===== config.mk =====
export PLATFORM = sky130hd
export DESIGN_NAME = magnetometer_compass_heading
export DESIGN_NICKNAME = d
export VERILOG_FILES = /design/src/design/mch_pkg.sv /design/src/design/mch_calib.sv /design/src/design/mch_cordic.sv /design/src/design/magnetometer_compass_heading.sv
export SDC_FILE = /design/constraint.sdc
export NUM_CORES = 2
export LEC_CHECK = 0
export BUFFER_PORTS_ARGS = -buffer_cell sky130_fd_sc_hd__buf_2
export CAP_MARGIN = 20
export CORE_UTILIZATION = 59
export CTS_CLUSTER_SIZE = 10
export DETAILED_ROUTE_END_ITERATION = 6
export HOLD_SLACK_MARGIN = 0.15
export PLACE_DENSITY = 0.85
export REMOVE_ABC_BUFFERS = 1
export SKIP_CTS_REPAIR_TIMING = 1
export SYNTH_ARGS = -nofsm -noshare
export SYNTH_HDL_FRONTEND = slang
export SYNTH_SLANG_ARGS = --single-unit

===== constraint.sdc =====
create_clock -name clk -period 23.4 [get_ports clk]
set_input_delay 0 -clock clk [delete_from_list [all_inputs] [get_ports clk]]
set_output_delay 0 -clock clk [all_outputs]
set_load 0.01 [all_outputs]

===== src/design/mch_pkg.sv =====
// shared types, constants and lookup tables for the compass heading block
// no dependencies
package mch_pkg;

  localparam int CORDIC_STEPS_DEF    = 16;
  localparam int SCALE_FRAC_BITS_DEF = 12;

  localparam int CFG_IDX_W  = 3;
  localparam int CFG_DATA_W = 16;

  // register indexes on the configuration port
  localparam logic [CFG_IDX_W-1:0] REG_CHIP_LAYOUT = 3'd0;
  localparam logic [CFG_IDX_W-1:0] REG_OFFSET_X    = 3'd1;
  localparam logic [CFG_IDX_W-1:0] REG_OFFSET_Y    = 3'd2;
  localparam logic [CFG_IDX_W-1:0] REG_OFFSET_Z    = 3'd3;
  localparam logic [CFG_IDX_W-1:0] REG_SCALE_X     = 3'd4;
  localparam logic [CFG_IDX_W-1:0] REG_SCALE_Y     = 3'd5;
  localparam logic [CFG_IDX_W-1:0] REG_SCALE_Z     = 3'd6;
  localparam logic [CFG_IDX_W-1:0] REG_DECLINATION = 3'd7;

  // chip layout codes
  localparam logic [1:0] LAYOUT_BE_XZY = 2'd0;
  localparam logic [1:0] LAYOUT_LE_XYZ = 2'd1;
  localparam logic [1:0] LAYOUT_NONE   = 2'd2;

  localparam logic [15:0] OVF_MARK   = 16'hF000;
  localparam logic [15:0] SCALE_ONE  = 16'd4096;

  // cordic datapath widths: 16-bit input scaled by 256, plus gain headroom
  localparam int XW = 27;
  localparam int AW = 27;
  localparam int HW = 19;

  localparam logic signed [AW-1:0] HALF_TURN_DEG16 = AW'(180 * 65536);
  localparam logic signed [AW-1:0] ROUND_BIAS      = AW'(256);
  localparam logic signed [HW-1:0] FULL_TURN       = HW'(46080);

  typedef struct packed {
    logic [7:0] data_byte0;
    logic [7:0] data_byte1;
    logic [7:0] data_byte2;
    logic [7:0] data_byte3;
    logic [7:0] data_byte4;
    logic [7:0] data_byte5;
  } in_beat_t;

  typedef struct packed {
    logic [15:0]        heading;
    logic signed [15:0] field_x;
    logic signed [15:0] field_y;
    logic signed [15:0] field_z;
    logic               sample_rejected;
  } out_beat_t;

  typedef struct packed {
    logic load;
    logic step;
  } cordic_ctrl_t;

  // atan(2^-i) in 2^-16 degree units
  function automatic logic [21:0] atan_deg16(input logic [4:0] i);
    logic [21:0] t;
    case (i)
      5'd0:    t = 22'd2949120;
      5'd1:    t = 22'd1740967;
      5'd2:    t = 22'd919879;
      5'd3:    t = 22'd466945;
      5'd4:    t = 22'd234379;
      5'd5:    t = 22'd117304;
      5'd6:    t = 22'd58666;
      5'd7:    t = 22'd29335;
      5'd8:    t = 22'd14668;
      5'd9:    t = 22'd7334;
      5'd10:   t = 22'd3667;
      5'd11:   t = 22'd1833;
      5'd12:   t = 22'd917;
      5'd13:   t = 22'd458;
      5'd14:   t = 22'd229;
      5'd15:   t = 22'd115;
      5'd16:   t = 22'd57;
      5'd17:   t = 22'd29;
      5'd18:   t = 22'd14;
      5'd19:   t = 22'd7;
      5'd20:   t = 22'd4;
      5'd21:   t = 22'd2;
      5'd22:   t = 22'd1;
      default: t = 22'd0;
    endcase
    return t;
  endfunction

endpackage


===== src/design/mch_calib.sv =====
// offset subtract and scale multiply, shared by the three axes
// product registered, truncation toward zero and saturation after the register
// depends on mch_pkg
module mch_calib #(
  parameter int SCALE_FRAC_BITS = mch_pkg::SCALE_FRAC_BITS_DEF
) (
  input  logic               clk,
  input  logic signed [15:0] raw,
  input  logic signed [15:0] offset,
  input  logic [15:0]        scale,
  output logic signed [15:0] cal
);
  import mch_pkg::*;

  localparam int PW = 34;
  localparam logic signed [PW-1:0] TRUNC_BIAS = PW'((64'd1 << SCALE_FRAC_BITS) - 64'd1);
  localparam logic signed [PW-1:0] SAT_HI = PW'(32767);
  localparam logic signed [PW-1:0] SAT_LO = -PW'(32768);

  logic signed [16:0]   diff;
  logic signed [16:0]   scl_ext;
  logic signed [PW-1:0] prod_r;
  logic signed [PW-1:0] prod_nxt;
  logic signed [PW-1:0] biased;
  logic signed [PW-1:0] quot;

  assign diff     = 17'(raw) - 17'(offset);
  assign scl_ext  = $signed({1'b0, scale});
  assign prod_nxt = PW'(diff) * PW'(scl_ext);

  always_ff @(posedge clk) begin
    prod_r <= prod_nxt;
  end

  // negative values get the bias so the shift rounds toward zero
  assign biased = prod_r[PW-1] ? (prod_r + TRUNC_BIAS) : prod_r;
  assign quot   = biased >>> SCALE_FRAC_BITS;

  always_comb begin
    if (quot > SAT_HI) begin
      cal = 16'sh7FFF;
    end else if (quot < SAT_LO) begin
      cal = -16'sh8000;
    end else begin
      cal = quot[15:0];
    end
  end

endmodule


===== src/design/mch_cordic.sv =====
// vectoring cordic, one shift-add rotation per cycle while step is high
// gives the angle of (x, y) in 2^-16 degree units; depends on mch_pkg
module mch_cordic #(
  parameter int CORDIC_STEPS = mch_pkg::CORDIC_STEPS_DEF
) (
  input  logic                         clk,
  input  mch_pkg::cordic_ctrl_t        ctrl,
  input  logic signed [15:0]           x_in,
  input  logic signed [15:0]           y_in,
  output logic                         last_step,
  output logic signed [mch_pkg::AW-1:0] angle
);
  import mch_pkg::*;

  localparam int STEP_W = (CORDIC_STEPS > 1) ? $clog2(CORDIC_STEPS) : 1;
  localparam logic [STEP_W-1:0] LAST_IDX = STEP_W'(CORDIC_STEPS - 1);

  logic signed [XW-1:0] x_r, x_nxt;
  logic signed [XW-1:0] y_r, y_nxt;
  logic signed [AW-1:0] a_r, a_nxt;
  logic [STEP_W-1:0]    idx_r, idx_nxt;
  logic                 zero_r, zero_nxt;
  logic signed [XW-1:0] x_ld, y_ld, xs, ys;
  logic signed [AW-1:0] t_ext;

  assign x_ld  = {{(XW-24){x_in[15]}}, x_in, 8'h00};
  assign y_ld  = {{(XW-24){y_in[15]}}, y_in, 8'h00};
  assign xs    = x_r >>> idx_r;
  assign ys    = y_r >>> idx_r;
  assign t_ext = AW'(atan_deg16(5'(idx_r)));

  always_comb begin
    x_nxt    = x_r;
    y_nxt    = y_r;
    a_nxt    = a_r;
    idx_nxt  = idx_r;
    zero_nxt = zero_r;
    if (ctrl.load) begin
      idx_nxt  = '0;
      zero_nxt = (x_in == 16'sd0) && (y_in == 16'sd0);
      if (x_in[15]) begin
        x_nxt = -x_ld;
        y_nxt = -y_ld;
        a_nxt = HALF_TURN_DEG16;
      end else begin
        x_nxt = x_ld;
        y_nxt = y_ld;
        a_nxt = '0;
      end
    end else if (ctrl.step) begin
      idx_nxt = idx_r + STEP_W'(1);
      if (!y_r[XW-1]) begin
        x_nxt = x_r + ys;
        y_nxt = y_r - xs;
        a_nxt = a_r + t_ext;
      end else begin
        x_nxt = x_r - ys;
        y_nxt = y_r + xs;
        a_nxt = a_r - t_ext;
      end
    end
  end

  always_ff @(posedge clk) begin
    x_r    <= x_nxt;
    y_r    <= y_nxt;
    a_r    <= a_nxt;
    idx_r  <= idx_nxt;
    zero_r <= zero_nxt;
  end

  assign last_step = ctrl.step && (idx_r == LAST_IDX);
  // a zero vector has no direction, report angle zero
  assign angle     = zero_r ? '0 : a_r;

endmodule


===== src/design/magnetometer_compass_heading.sv =====
// compass heading top level: config registers, calibrated field store, sequencer
// uses mch_pkg, mch_calib and mch_cordic
//
//  channel | ports                         | payload
//  in      | in_valid / in_ready           | in_data (six sensor bytes)
//  out     | out_valid / out_ready         | out_data (heading, field x/y/z, reject)
//  cfg     | cfg_we, cfg_addr, cfg_wdata   | one register write per cycle
//
// a kept sample: calibration of the three axes on the shared multiplier (S_CAL),
// a load (S_LOAD), CORDIC_STEPS rotations on the shared cordic (S_ITER), then
// rounding (S_RND) and wrap (S_WRAP); a rejected sample skips calibration, and
// a new beat is taken only once the previous one has left the wrap stage
// in_ready is high only while idle; the wrap stage stalls while the output is full
// synchronous active-low reset: config defaults, control and stored fields cleared
module magnetometer_compass_heading #(
  parameter int CORDIC_STEPS    = mch_pkg::CORDIC_STEPS_DEF,
  parameter int SCALE_FRAC_BITS = mch_pkg::SCALE_FRAC_BITS_DEF
) (
  input  logic                            clk,
  input  logic                            rst_n,
  input  logic                            in_valid,
  output logic                            in_ready,
  input  mch_pkg::in_beat_t               in_data,
  output logic                            out_valid,
  input  logic                            out_ready,
  output mch_pkg::out_beat_t              out_data,
  input  logic                            cfg_we,
  input  logic [mch_pkg::CFG_IDX_W-1:0]   cfg_addr,
  input  logic [mch_pkg::CFG_DATA_W-1:0]  cfg_wdata
);
  import mch_pkg::*;

  typedef enum logic [5:0] {
    S_IDLE = 6'b000001,
    S_CAL  = 6'b000010,
    S_LOAD = 6'b000100,
    S_ITER = 6'b001000,
    S_RND  = 6'b010000,
    S_WRAP = 6'b100000
  } state_t;

  state_t state_r, state_nxt;

  // configuration
  logic [1:0]         layout_r;
  logic signed [15:0] off_x_r, off_y_r, off_z_r;
  logic [15:0]        scl_x_r, scl_y_r, scl_z_r;
  logic signed [15:0] decl_r;

  // stored calibrated field
  logic signed [15:0] last_x_r, last_y_r, last_z_r;

  in_beat_t           beat_r;
  logic               rej_r;
  logic [1:0]         axis_r, axis_nxt;
  logic signed [HW-1:0] sum_r;
  logic               out_valid_r;
  out_beat_t          out_r;

  logic               accept;
  logic               rej_now;
  logic [15:0]        raw_be_x, raw_be_y, raw_be_z;
  logic signed [15:0] raw_x, raw_y, raw_z;
  logic signed [15:0] mul_raw, mul_off, cal;
  logic [15:0]        mul_scl;
  cordic_ctrl_t       cctrl;
  logic               cordic_last;
  logic signed [AW-1:0] angle;
  logic signed [AW-1:0] angle_rnd;
  logic signed [HW-1:0] sum_nxt;
  logic signed [HW-1:0] heading_w;
  logic               out_free;

  assign accept   = in_valid && in_ready;
  assign in_ready = (state_r == S_IDLE);
  assign out_free = !out_valid_r || out_ready;

  // big-endian X,Z,Y layout, used for the overflow check on the incoming beat
  assign raw_be_x = {in_data.data_byte0, in_data.data_byte1};
  assign raw_be_z = {in_data.data_byte2, in_data.data_byte3};
  assign raw_be_y = {in_data.data_byte4, in_data.data_byte5};

  always_comb begin
    rej_now = 1'b1;
    case (layout_r)
      LAYOUT_BE_XZY: rej_now = (raw_be_x == OVF_MARK) || (raw_be_y == OVF_MARK)
                               || (raw_be_z == OVF_MARK);
      LAYOUT_LE_XYZ: rej_now = 1'b0;
      default:       rej_now = 1'b1;
    endcase
  end

  always_comb begin
    if (layout_r == LAYOUT_BE_XZY) begin
      raw_x = {beat_r.data_byte0, beat_r.data_byte1};
      raw_z = {beat_r.data_byte2, beat_r.data_byte3};
      raw_y = {beat_r.data_byte4, beat_r.data_byte5};
    end else begin
      raw_x = {beat_r.data_byte1, beat_r.data_byte0};
      raw_y = {beat_r.data_byte3, beat_r.data_byte2};
      raw_z = {beat_r.data_byte5, beat_r.data_byte4};
    end
  end

  // axis fed to the multiplier; its result is stored in the following cycle
  always_comb begin
    case (axis_r)
      2'd0: begin
        mul_raw = raw_x;
        mul_off = off_x_r;
        mul_scl = scl_x_r;
      end
      2'd1: begin
        mul_raw = raw_y;
        mul_off = off_y_r;
        mul_scl = scl_y_r;
      end
      default: begin
        mul_raw = raw_z;
        mul_off = off_z_r;
        mul_scl = scl_z_r;
      end
    endcase
  end

  mch_calib #(
    .SCALE_FRAC_BITS (SCALE_FRAC_BITS)
  ) u_calib (
    .clk    (clk),
    .raw    (mul_raw),
    .offset (mul_off),
    .scale  (mul_scl),
    .cal    (cal)
  );

  assign cctrl.load = (state_r == S_LOAD);
  assign cctrl.step = (state_r == S_ITER);

  mch_cordic #(
    .CORDIC_STEPS (CORDIC_STEPS)
  ) u_cordic (
    .clk       (clk),
    .ctrl      (cctrl),
    .x_in      (last_x_r),
    .y_in      (last_y_r),
    .last_step (cordic_last),
    .angle     (angle)
  );

  // round to 1/128 degree and add declination
  assign angle_rnd = (angle + ROUND_BIAS) >>> 9;
  assign sum_nxt   = HW'(angle_rnd) + HW'(decl_r);

  // the sum stays within one turn of the target range
  always_comb begin
    if (sum_r[HW-1]) begin
      heading_w = sum_r + FULL_TURN;
    end else if (sum_r >= FULL_TURN) begin
      heading_w = sum_r - FULL_TURN;
    end else begin
      heading_w = sum_r;
    end
  end

  always_comb begin
    state_nxt = state_r;
    axis_nxt  = axis_r;
    unique case (state_r)
      S_IDLE: begin
        axis_nxt = 2'd0;
        if (accept) begin
          state_nxt = rej_now ? S_LOAD : S_CAL;
        end
      end
      S_CAL: begin
        axis_nxt = axis_r + 2'd1;
        if (axis_r == 2'd3) begin
          state_nxt = S_LOAD;
        end
      end
      S_LOAD: state_nxt = S_ITER;
      S_ITER: begin
        if (cordic_last) begin
          state_nxt = S_RND;
        end
      end
      S_RND: state_nxt = S_WRAP;
      S_WRAP: begin
        if (out_free) begin
          state_nxt = S_IDLE;
        end
      end
      default: state_nxt = S_IDLE;
    endcase
  end

  always_ff @(posedge clk) begin
    if (!rst_n) begin
      state_r     <= S_IDLE;
      axis_r      <= 2'd0;
      layout_r    <= LAYOUT_NONE;
      off_x_r     <= '0;
      off_y_r     <= '0;
      off_z_r     <= '0;
      scl_x_r     <= SCALE_ONE;
      scl_y_r     <= SCALE_ONE;
      scl_z_r     <= SCALE_ONE;
      decl_r      <= '0;
      last_x_r    <= '0;
      last_y_r    <= '0;
      last_z_r    <= '0;
      rej_r       <= 1'b0;
      out_valid_r <= 1'b0;
    end else begin
      state_r <= state_nxt;
      axis_r  <= axis_nxt;
      if (cfg_we) begin
        unique case (cfg_addr)
          REG_CHIP_LAYOUT: layout_r <= cfg_wdata[1:0];
          REG_OFFSET_X:    off_x_r  <= cfg_wdata;
          REG_OFFSET_Y:    off_y_r  <= cfg_wdata;
          REG_OFFSET_Z:    off_z_r  <= cfg_wdata;
          REG_SCALE_X:     scl_x_r  <= cfg_wdata;
          REG_SCALE_Y:     scl_y_r  <= cfg_wdata;
          REG_SCALE_Z:     scl_z_r  <= cfg_wdata;
          REG_DECLINATION: decl_r   <= cfg_wdata;
          default: ;
        endcase
      end
      if (accept) begin
        rej_r <= rej_now;
      end
      if (state_r == S_CAL) begin
        case (axis_r)
          2'd1:    last_x_r <= cal;
          2'd2:    last_y_r <= cal;
          2'd3:    last_z_r <= cal;
          default: ;
        endcase
      end
      if (state_r == S_WRAP && out_free) begin
        out_valid_r <= 1'b1;
      end else if (out_ready) begin
        out_valid_r <= 1'b0;
      end
    end
  end

  always_ff @(posedge clk) begin
    if (accept) begin
      beat_r <= in_data;
    end
    if (state_r == S_RND) begin
      sum_r <= sum_nxt;
    end
    if (state_r == S_WRAP && out_free) begin
      out_r.heading         <= heading_w[15:0];
      out_r.field_x         <= last_x_r;
      out_r.field_y         <= last_y_r;
      out_r.field_z         <= last_z_r;
      out_r.sample_rejected <= rej_r;
    end
  end

  assign out_valid = out_valid_r;
  assign out_data  = out_r;

endmodule


# Yosys cells after proc, flatten, opt, wreduce, memory -nomap -nowiden
# Memories as Yosys holds them, arrays and structs flattened. A register that Yosys moved wholly into a read port is not among the register bits.
# Index checks and enable logic that the tools add are counted.
# totals
inputBits,72
n_memories,1
mem_bits_ro,352
elab_cells,145
output_inout_bits,67
regBits,424
# op_classes
multipliers,1
shift,2
muxes,36
add_sub_neg,16
n_reduce_logical,28
n_eq_ne,25
magnitude_cmp,3
# memory_table
name,words,width,rd,rd_ports_with_merged_regs,wr,line_no,rtl
(no name shown),16,22,1,1,0,mch_pkg.sv:63,case (i)
# op_table
cell,count
2-to-1 mux 27 bit,12
2-to-1 mux 16 bit,7
one-hot mux 16 bit (2 select lines),3
adder 27 bit,2
negation 24 -> 27 bit,2
>>> shifter 27 x 4 -> 27 bit,2
subtractor 27 bit,2
"equality test 16 bit, second input constant",3
one-hot mux 6 bit (6 select lines),1
"adder 34 x 13 -> 34 bit, second input constant",1
multiplier 17 x 17 -> 34 bit,1
2-to-1 mux 34 bit,1
zero test 16 bit,2
"adder 27 x 10 -> 27 bit, second input constant",1
adder 27 x 23 -> 27 bit,1
subtractor 27 x 23 -> 27 bit,1
2-to-1 mux 24 bit,1
2-to-1 mux 6 bit,4
"> comparator 22 x 16 -> 1 bit, second input constant",1
"< comparator 22 x 16 -> 1 bit, second input constant",1
AND reduction 2 bit,11
adder 18 x 16 -> 19 bit,1
"greater-or-equal comparator 19 x 17 -> 1 bit, second input constant",1
subtractor 16 x 16 -> 17 bit,1
30 further kinds,48

# Depth between registers and ports, before layout
# depth
ltp_word,7
depth_mapped,43
mapped_depth_nobuf,41

# Cells and area by module
# From an unflattened synthesis, not the netlist that was laid out.
# hier_totals
cells_unflattened,4402
area_unflattened_um2,39396.5
# by_module_without_submodules
module,seq_area_each_um2,instances,cells_each,area_each_um2
mch_cordic,2982.9,1,1583,13422.9
magnetometer_compass_heading,7407.1,1,1379,13345.3
mch_calib,680.7,1,1440,12628.4

# Worst setup path after synthesis
# Ideal clock, no wire load.
# synth_timing
path_kind,reg2reg
startpoint,register layout_r[1]
endpoint,register u_calib.prod_r[33]
path_slack_ps,13131
n_path_buf,2
t_arrival_ps,10197
setup_time_ps,72
stages_incl_launch_ff,38
path_cell_list,dfxtp_1 -> nor2_1 -> clkbuf_1 -> mux2_2 -> a21oi_1 -> ha_1 -> inv_1 -> fa_1 -> a21o_1 -> a21oi_1 -> o21ai_0 -> a21oi_1 -> o21bai_1 -> a21oi_1 -> o21ai_1 -> o41ai_1 -> o21ai_1 -> nor2_1 -> [... 2 more ...] -> inv_1 -> fa_1 -> clkbuf_1 -> xor2_1 -> xnor2_1 -> fa_1 -> fa_1 -> inv_1 -> fa_1 -> inv_1 -> ha_1 -> a21o_1 -> a21o_1 -> o21ai_0 -> a31oi_1 -> o21a_1 -> nor2_1 -> xnor2_1
# synth_via
elab_chain_len,5
elab_cells_between_ends,7
classes_between,add/sub (1); mul (1); mux (4); reduce/logical (1)
# synth_lines
item,line_no,rtl
"start, declared",magnetometer_compass_heading.sv:45,logic [1:0] layout_r;
"start signal, assigned",magnetometer_compass_heading.sv:219,REG_CHIP_LAYOUT: layout_r <= cfg_wdata[1:0];
zero test 2 bit (*),magnetometer_compass_heading.sv:94,if (layout_r == LAYOUT_BE_XZY) begin
2-to-1 mux 16 bit,magnetometer_compass_heading.sv:94,
one-hot mux 16 bit (2 select lines) (*),magnetometer_compass_heading.sv:107,case (axis_r)
subtractor 16 x 16 -> 17 bit (*),mch_calib.sv:27,assign diff = 17'(raw) - 17'(offset);
multiplier 17 x 17 -> 34 bit (*),mch_calib.sv:29,assign prod_nxt = PW'(diff) * PW'(scl_ext);
via u_calib.prod_nxt[33],mch_calib.sv:23,logic signed [PW-1:0] prod_nxt;
"end signal, assigned",mch_calib.sv:32,prod_r <= prod_nxt;
"end, declared",mch_calib.sv:22,logic signed [PW-1:0] prod_r;
# Mark *: on every way through the listed nets, which the timed path passes. The rest lies on a longest branch.
# A chain may end at the register's enable or synchronous reset.

# Final worst setup path
# layout_timing
startpoint,register axis_r[0]
endpoint,register u_calib.prod_r[33]
# layout_via
elab_chain_len,4
elab_cells_between_ends,7
classes_between,add/sub (1); mul (1); eq/ne (1); mux (3); reduce/logical (1)
# layout_lines
item,line_no,rtl
"start, declared",magnetometer_compass_heading.sv:55,"logic [1:0] axis_r, axis_nxt;"
"start signal, assigned",magnetometer_compass_heading.sv:216,axis_r <= axis_nxt;
equality test 2 x 1 -> 1 bit or zero test 2 bit (tied branches),magnetometer_compass_heading.sv:107,
one-hot mux 16 bit (2 select lines),magnetometer_compass_heading.sv:107,
subtractor 16 x 16 -> 17 bit,mch_calib.sv:27,
multiplier 17 x 17 -> 34 bit (*),mch_calib.sv:29,
via u_calib.prod_nxt[33],mch_calib.sv:23,
# Marks and branches as above.

==> impl_results.md <==
* Peak Freq at ~89 MHz
* Final Hold Fails at 0
* First-pass GRT wire length at ~160 mm
* Largest family of logic cells by synthesized area: adder cells
* Layout cells sized above 1 at 0.08898
* Unrepaired setup endpoints after global routing: false
* Initial DRT Pass Iterations at 6
* Io pins at around 140
* # H-tree levels at 2
* Peak supply drop at a little under 0.08 mV
* Pwr dens at between 80 and 90 nW/µm²
* Period utilization at 0.4823
* Crit-path max FO at around 60
* Top_reg_cell synth: dfxtp_1
* Synth warn at 0
* Synth cell count leaders: nand2_1 (550), nor2_1 (444), inv_1 (424)
* Grt total ovfl at 0
* Crit path DAT at roughly 12 ns
* Core ar. at 62,970 µm²
* Yosys top cell by area: edfxtp_1
* Initial core utilization at 0.5957
* Slew @ Worst Pin at roughly 1.2 ns
* Post-Synth Simple-Gate Area at 0.1606
* Chip height at about 250 µm
* Die Area at 64,580 µm²
* Clock Tree Root: clkbuf_16
* # clock sinks at approximately 450
* Final GP Congestion at between 0.9 and 1
* Post-Synth XOR/XNOR Area at 0.06352
* Leak at about 18 nW
* Later-pin clock latency in the skew report at about 0.7 ns
* DRT iter0 DRCs at between 3,000 and 4,000
* Post-route cell area at approximately 42,000 µm²
* Die width at roughly 250 µm
* Seq/Total Area, Yosys at 0.2952
* Vias in the first global route at 30,344
* Final hold slack at approximately 0.24 ns
* Critical path startpoint category: flip-flop
* Place WS at 12.35 ns
* Worst path max stage delay at approximately 0.58 ns
* Post-Synthesis Cells at just over 4,000
* Post-synthesis instance area at between 30,000 and 40,000 µm²
* PortBufs at around 140
* Compound-Gate Fraction of Synth Area at 0.1349
* Kind of critical path: flip-flop to flip-flop
* Hold crit path type: input pin to flip-flop
* Post-DP Area at 38,860 µm²
* Most frequent cell after synthesis: nand2_1
* Initial antenna violation count at 2
* Vias per cell at just over 6
* Max-cap viol count at 0
* CTS tree: built
* GRT Total Usage at 0.3023
* TNS Setup at 0 ns
* Tmin final at between 10 and 15 ns
* Antenna Nets Post-Route at 0
* Area grow syn2layout at 11.77%
* Routed len/inst at 19.87 µm
* Async S/R FF share, synth at 0
* Filler cells at around 4,700
* Rel. slew slack at 0.1841
* Synthesized area per cell at 9.152 µm²
* Setup WS post-layout at 12.11 ns
* Clock buffer count from CTS at 54
* Status: completed
* Synth cell types at 85
* Bufs on Longest Clock Path at 3
* Total Wirelength at 103.0 mm
* Adder-cell share of the synthesized area at 0.2226
* Final Skew at around 0.076 ns
* Final Net Count at about 4,900
* Drc violations at 0
* Floorplan row count at ~90
* Clock-pin transition on the worst setup and hold timing paths at roughly 0.06 ns
* CP max-delay cell: o41ai_1
* Final setup viols at 0
* Critical Path Sink Type: flip-flop
* Dpl hpwl at a little over 70 mm
* Crit path top cell by count: fa_1
* Largest net degree at the start of global routing at between 100 and 150
* EDFF count, synth at approximately 210
* FF+latch count, synth at between 400 and 500
* Vias at 31,753
* Fin. max-slew vios at 0
* Final core utilization at 0.6657
* CP required at 23.89 ns
* Post-synth top area share at 0.1713
* Top cells by area in the synthesized netlist: edfxtp_1 (17%), fa_1 (15%), dfxtp_1 (12%)
* Mux contribution to synthesized area at 0.06185
-- worst max-delay path, delay by kind of cell (launching register included) --
kind                     cells  cell delay, ns
flip-flops                   1            0.41
adder cells (fa/ha/maj)     10            4.33
AO/OA/AOI/OAI               18            3.86
buffers and inverters        8            1.18
XOR/XNOR                     2            0.60
AND/OR/NAND/NOR              5            0.71
-- where the power goes --
part | internal, mW | leakage [nW] | switching, mW | total (mW)
registers | 0.956 | 3.88 | 0.0742 | 1.03
logic | 0.795 | 12.9 | 1.09 | 1.89
clock network | 0.452 | 0.801 | 0.348 | 0.801
-- sequential cells by signal (all words and copies together), names as in the netlist, 2 cells and up --
register,count
u_calib.prod_r,34
scl_x_r,16
scl_z_r,16
u_cordic.idx_r,4
off_y_r,16
beat_r,48
last_x_r,16
decl_r,16
u_cordic.y_r,27
scl_y_r,16
off_x_r,16
layout_r,2
last_z_r,16
last_y_r,16
out_data,65
u_cordic.x_r,27
u_cordic.a_r,27
axis_r,2
off_z_r,16
sum_r,19
state_r,6
u_cordic.t_ext,22
-- per-layer routing --
| metal | wire (µm) | share of wire | global-route usage | up-vias |
|---|---|---|---|---|
| li1 | - | - | - | 14375 |
| met5 | 13 | 0.00013 | 0 | - |
| met4 | 6150 | 0.060 | 0.1551 | 2 |
| met3 | 8984 | 0.087 | 0.05164 | 452 |
| met2 | 50060 | 0.49 | 0.5061 | 1750 |
| met1 | 37820 | 0.37 | 0.3769 | 15174 |
-- path summary, 6_finish.rpt --
kind,startpoint,to,slack (ns),depth (start not counted)
worst max-delay path,axis_r[0],u_calib.prod_r[33],12.11,43
worst min-delay path,cfg_wdata[2],off_x_r[2],0.24,4
worst max register to register,axis_r[0],u_calib.prod_r[33],12.11,43
worst min register to register,last_z_r[15],out_data[16],0.43,0
-- final cells by class --
| cell class | instances | area (µm²) | share of cell area |
|---|---|---|---|
| tap | 846 | 1059 | 0.02525 |
| clock inverter | 9 | 117.6 | 0.002806 |
| antenna | 1 | 2.502 | 0.00005970 |
| clock buffer | 85 | 1539 | 0.03671 |
| timing repair buffer | 309 | 2347 | 0.05599 |
| multi-input combinational | 3062 | 24170 | 0.5766 |
| inverter | 427 | 1605 | 0.03830 |
| sequential | 446 | 11080 | 0.2643 |
-- cells by family (layout without fill, tap and decap cells) --
group,Yosys count,count (layout)
AO/OA/AOI/OAI,806,806
XOR/XNOR,272,272
adder cells (fa/ha/maj),500,500
multiplexers,127,127
flip-flops,446,446
buffers and inverters,590,830
AND/OR/NAND/NOR,1357,1357
other,0,1
-- cell usage in the layout (no fill, tap or decap), drive strengths merged, types with 7 or more instances in the layout --
cell         netlist  routed
xnor2            187     187
a211oi            69      69
o2bb2ai            7       7
and2              34      34
fa               279     279
o21ai            130     130
o41ai             12      12
ha               221     221
nand3b            13      13
mux2i             30      30
xor2              85      85
or2               11      11
nand3             63      63
edfxtp           214     214
a21oi            318     318
inv              427     430
nand2            551     551
a31oi             20      20
buf               48     179
nand2b            36      36
a21o              60      60
clkbuf           115      85
mux2              15      15
nand4             18      18
o21a              30      30
o21bai            15      15
nor4b              8       8
dfxtp            232     232
a22o              62      62
or3               18      18
o211ai            12      12
nor3              47      47
nor3b              8       8
nor2             444     444
nor2b             43      43
and3              25      25
mux4              82      82
nor4              21      21
o31ai             16      16
dlygate4sd3        0     130
-- per-stage QoR --
step | std cells | power [mW]
detailed placement | 4952 | 2.861
global route | 5185 | 3.963
global placement | 4949 | 2.791
finish | 5185 | 3.718
floorplan | 3935 | 2.463
CTS | 5046 | 3.660
Note: power is estimated with default switching activity, not from simulation.
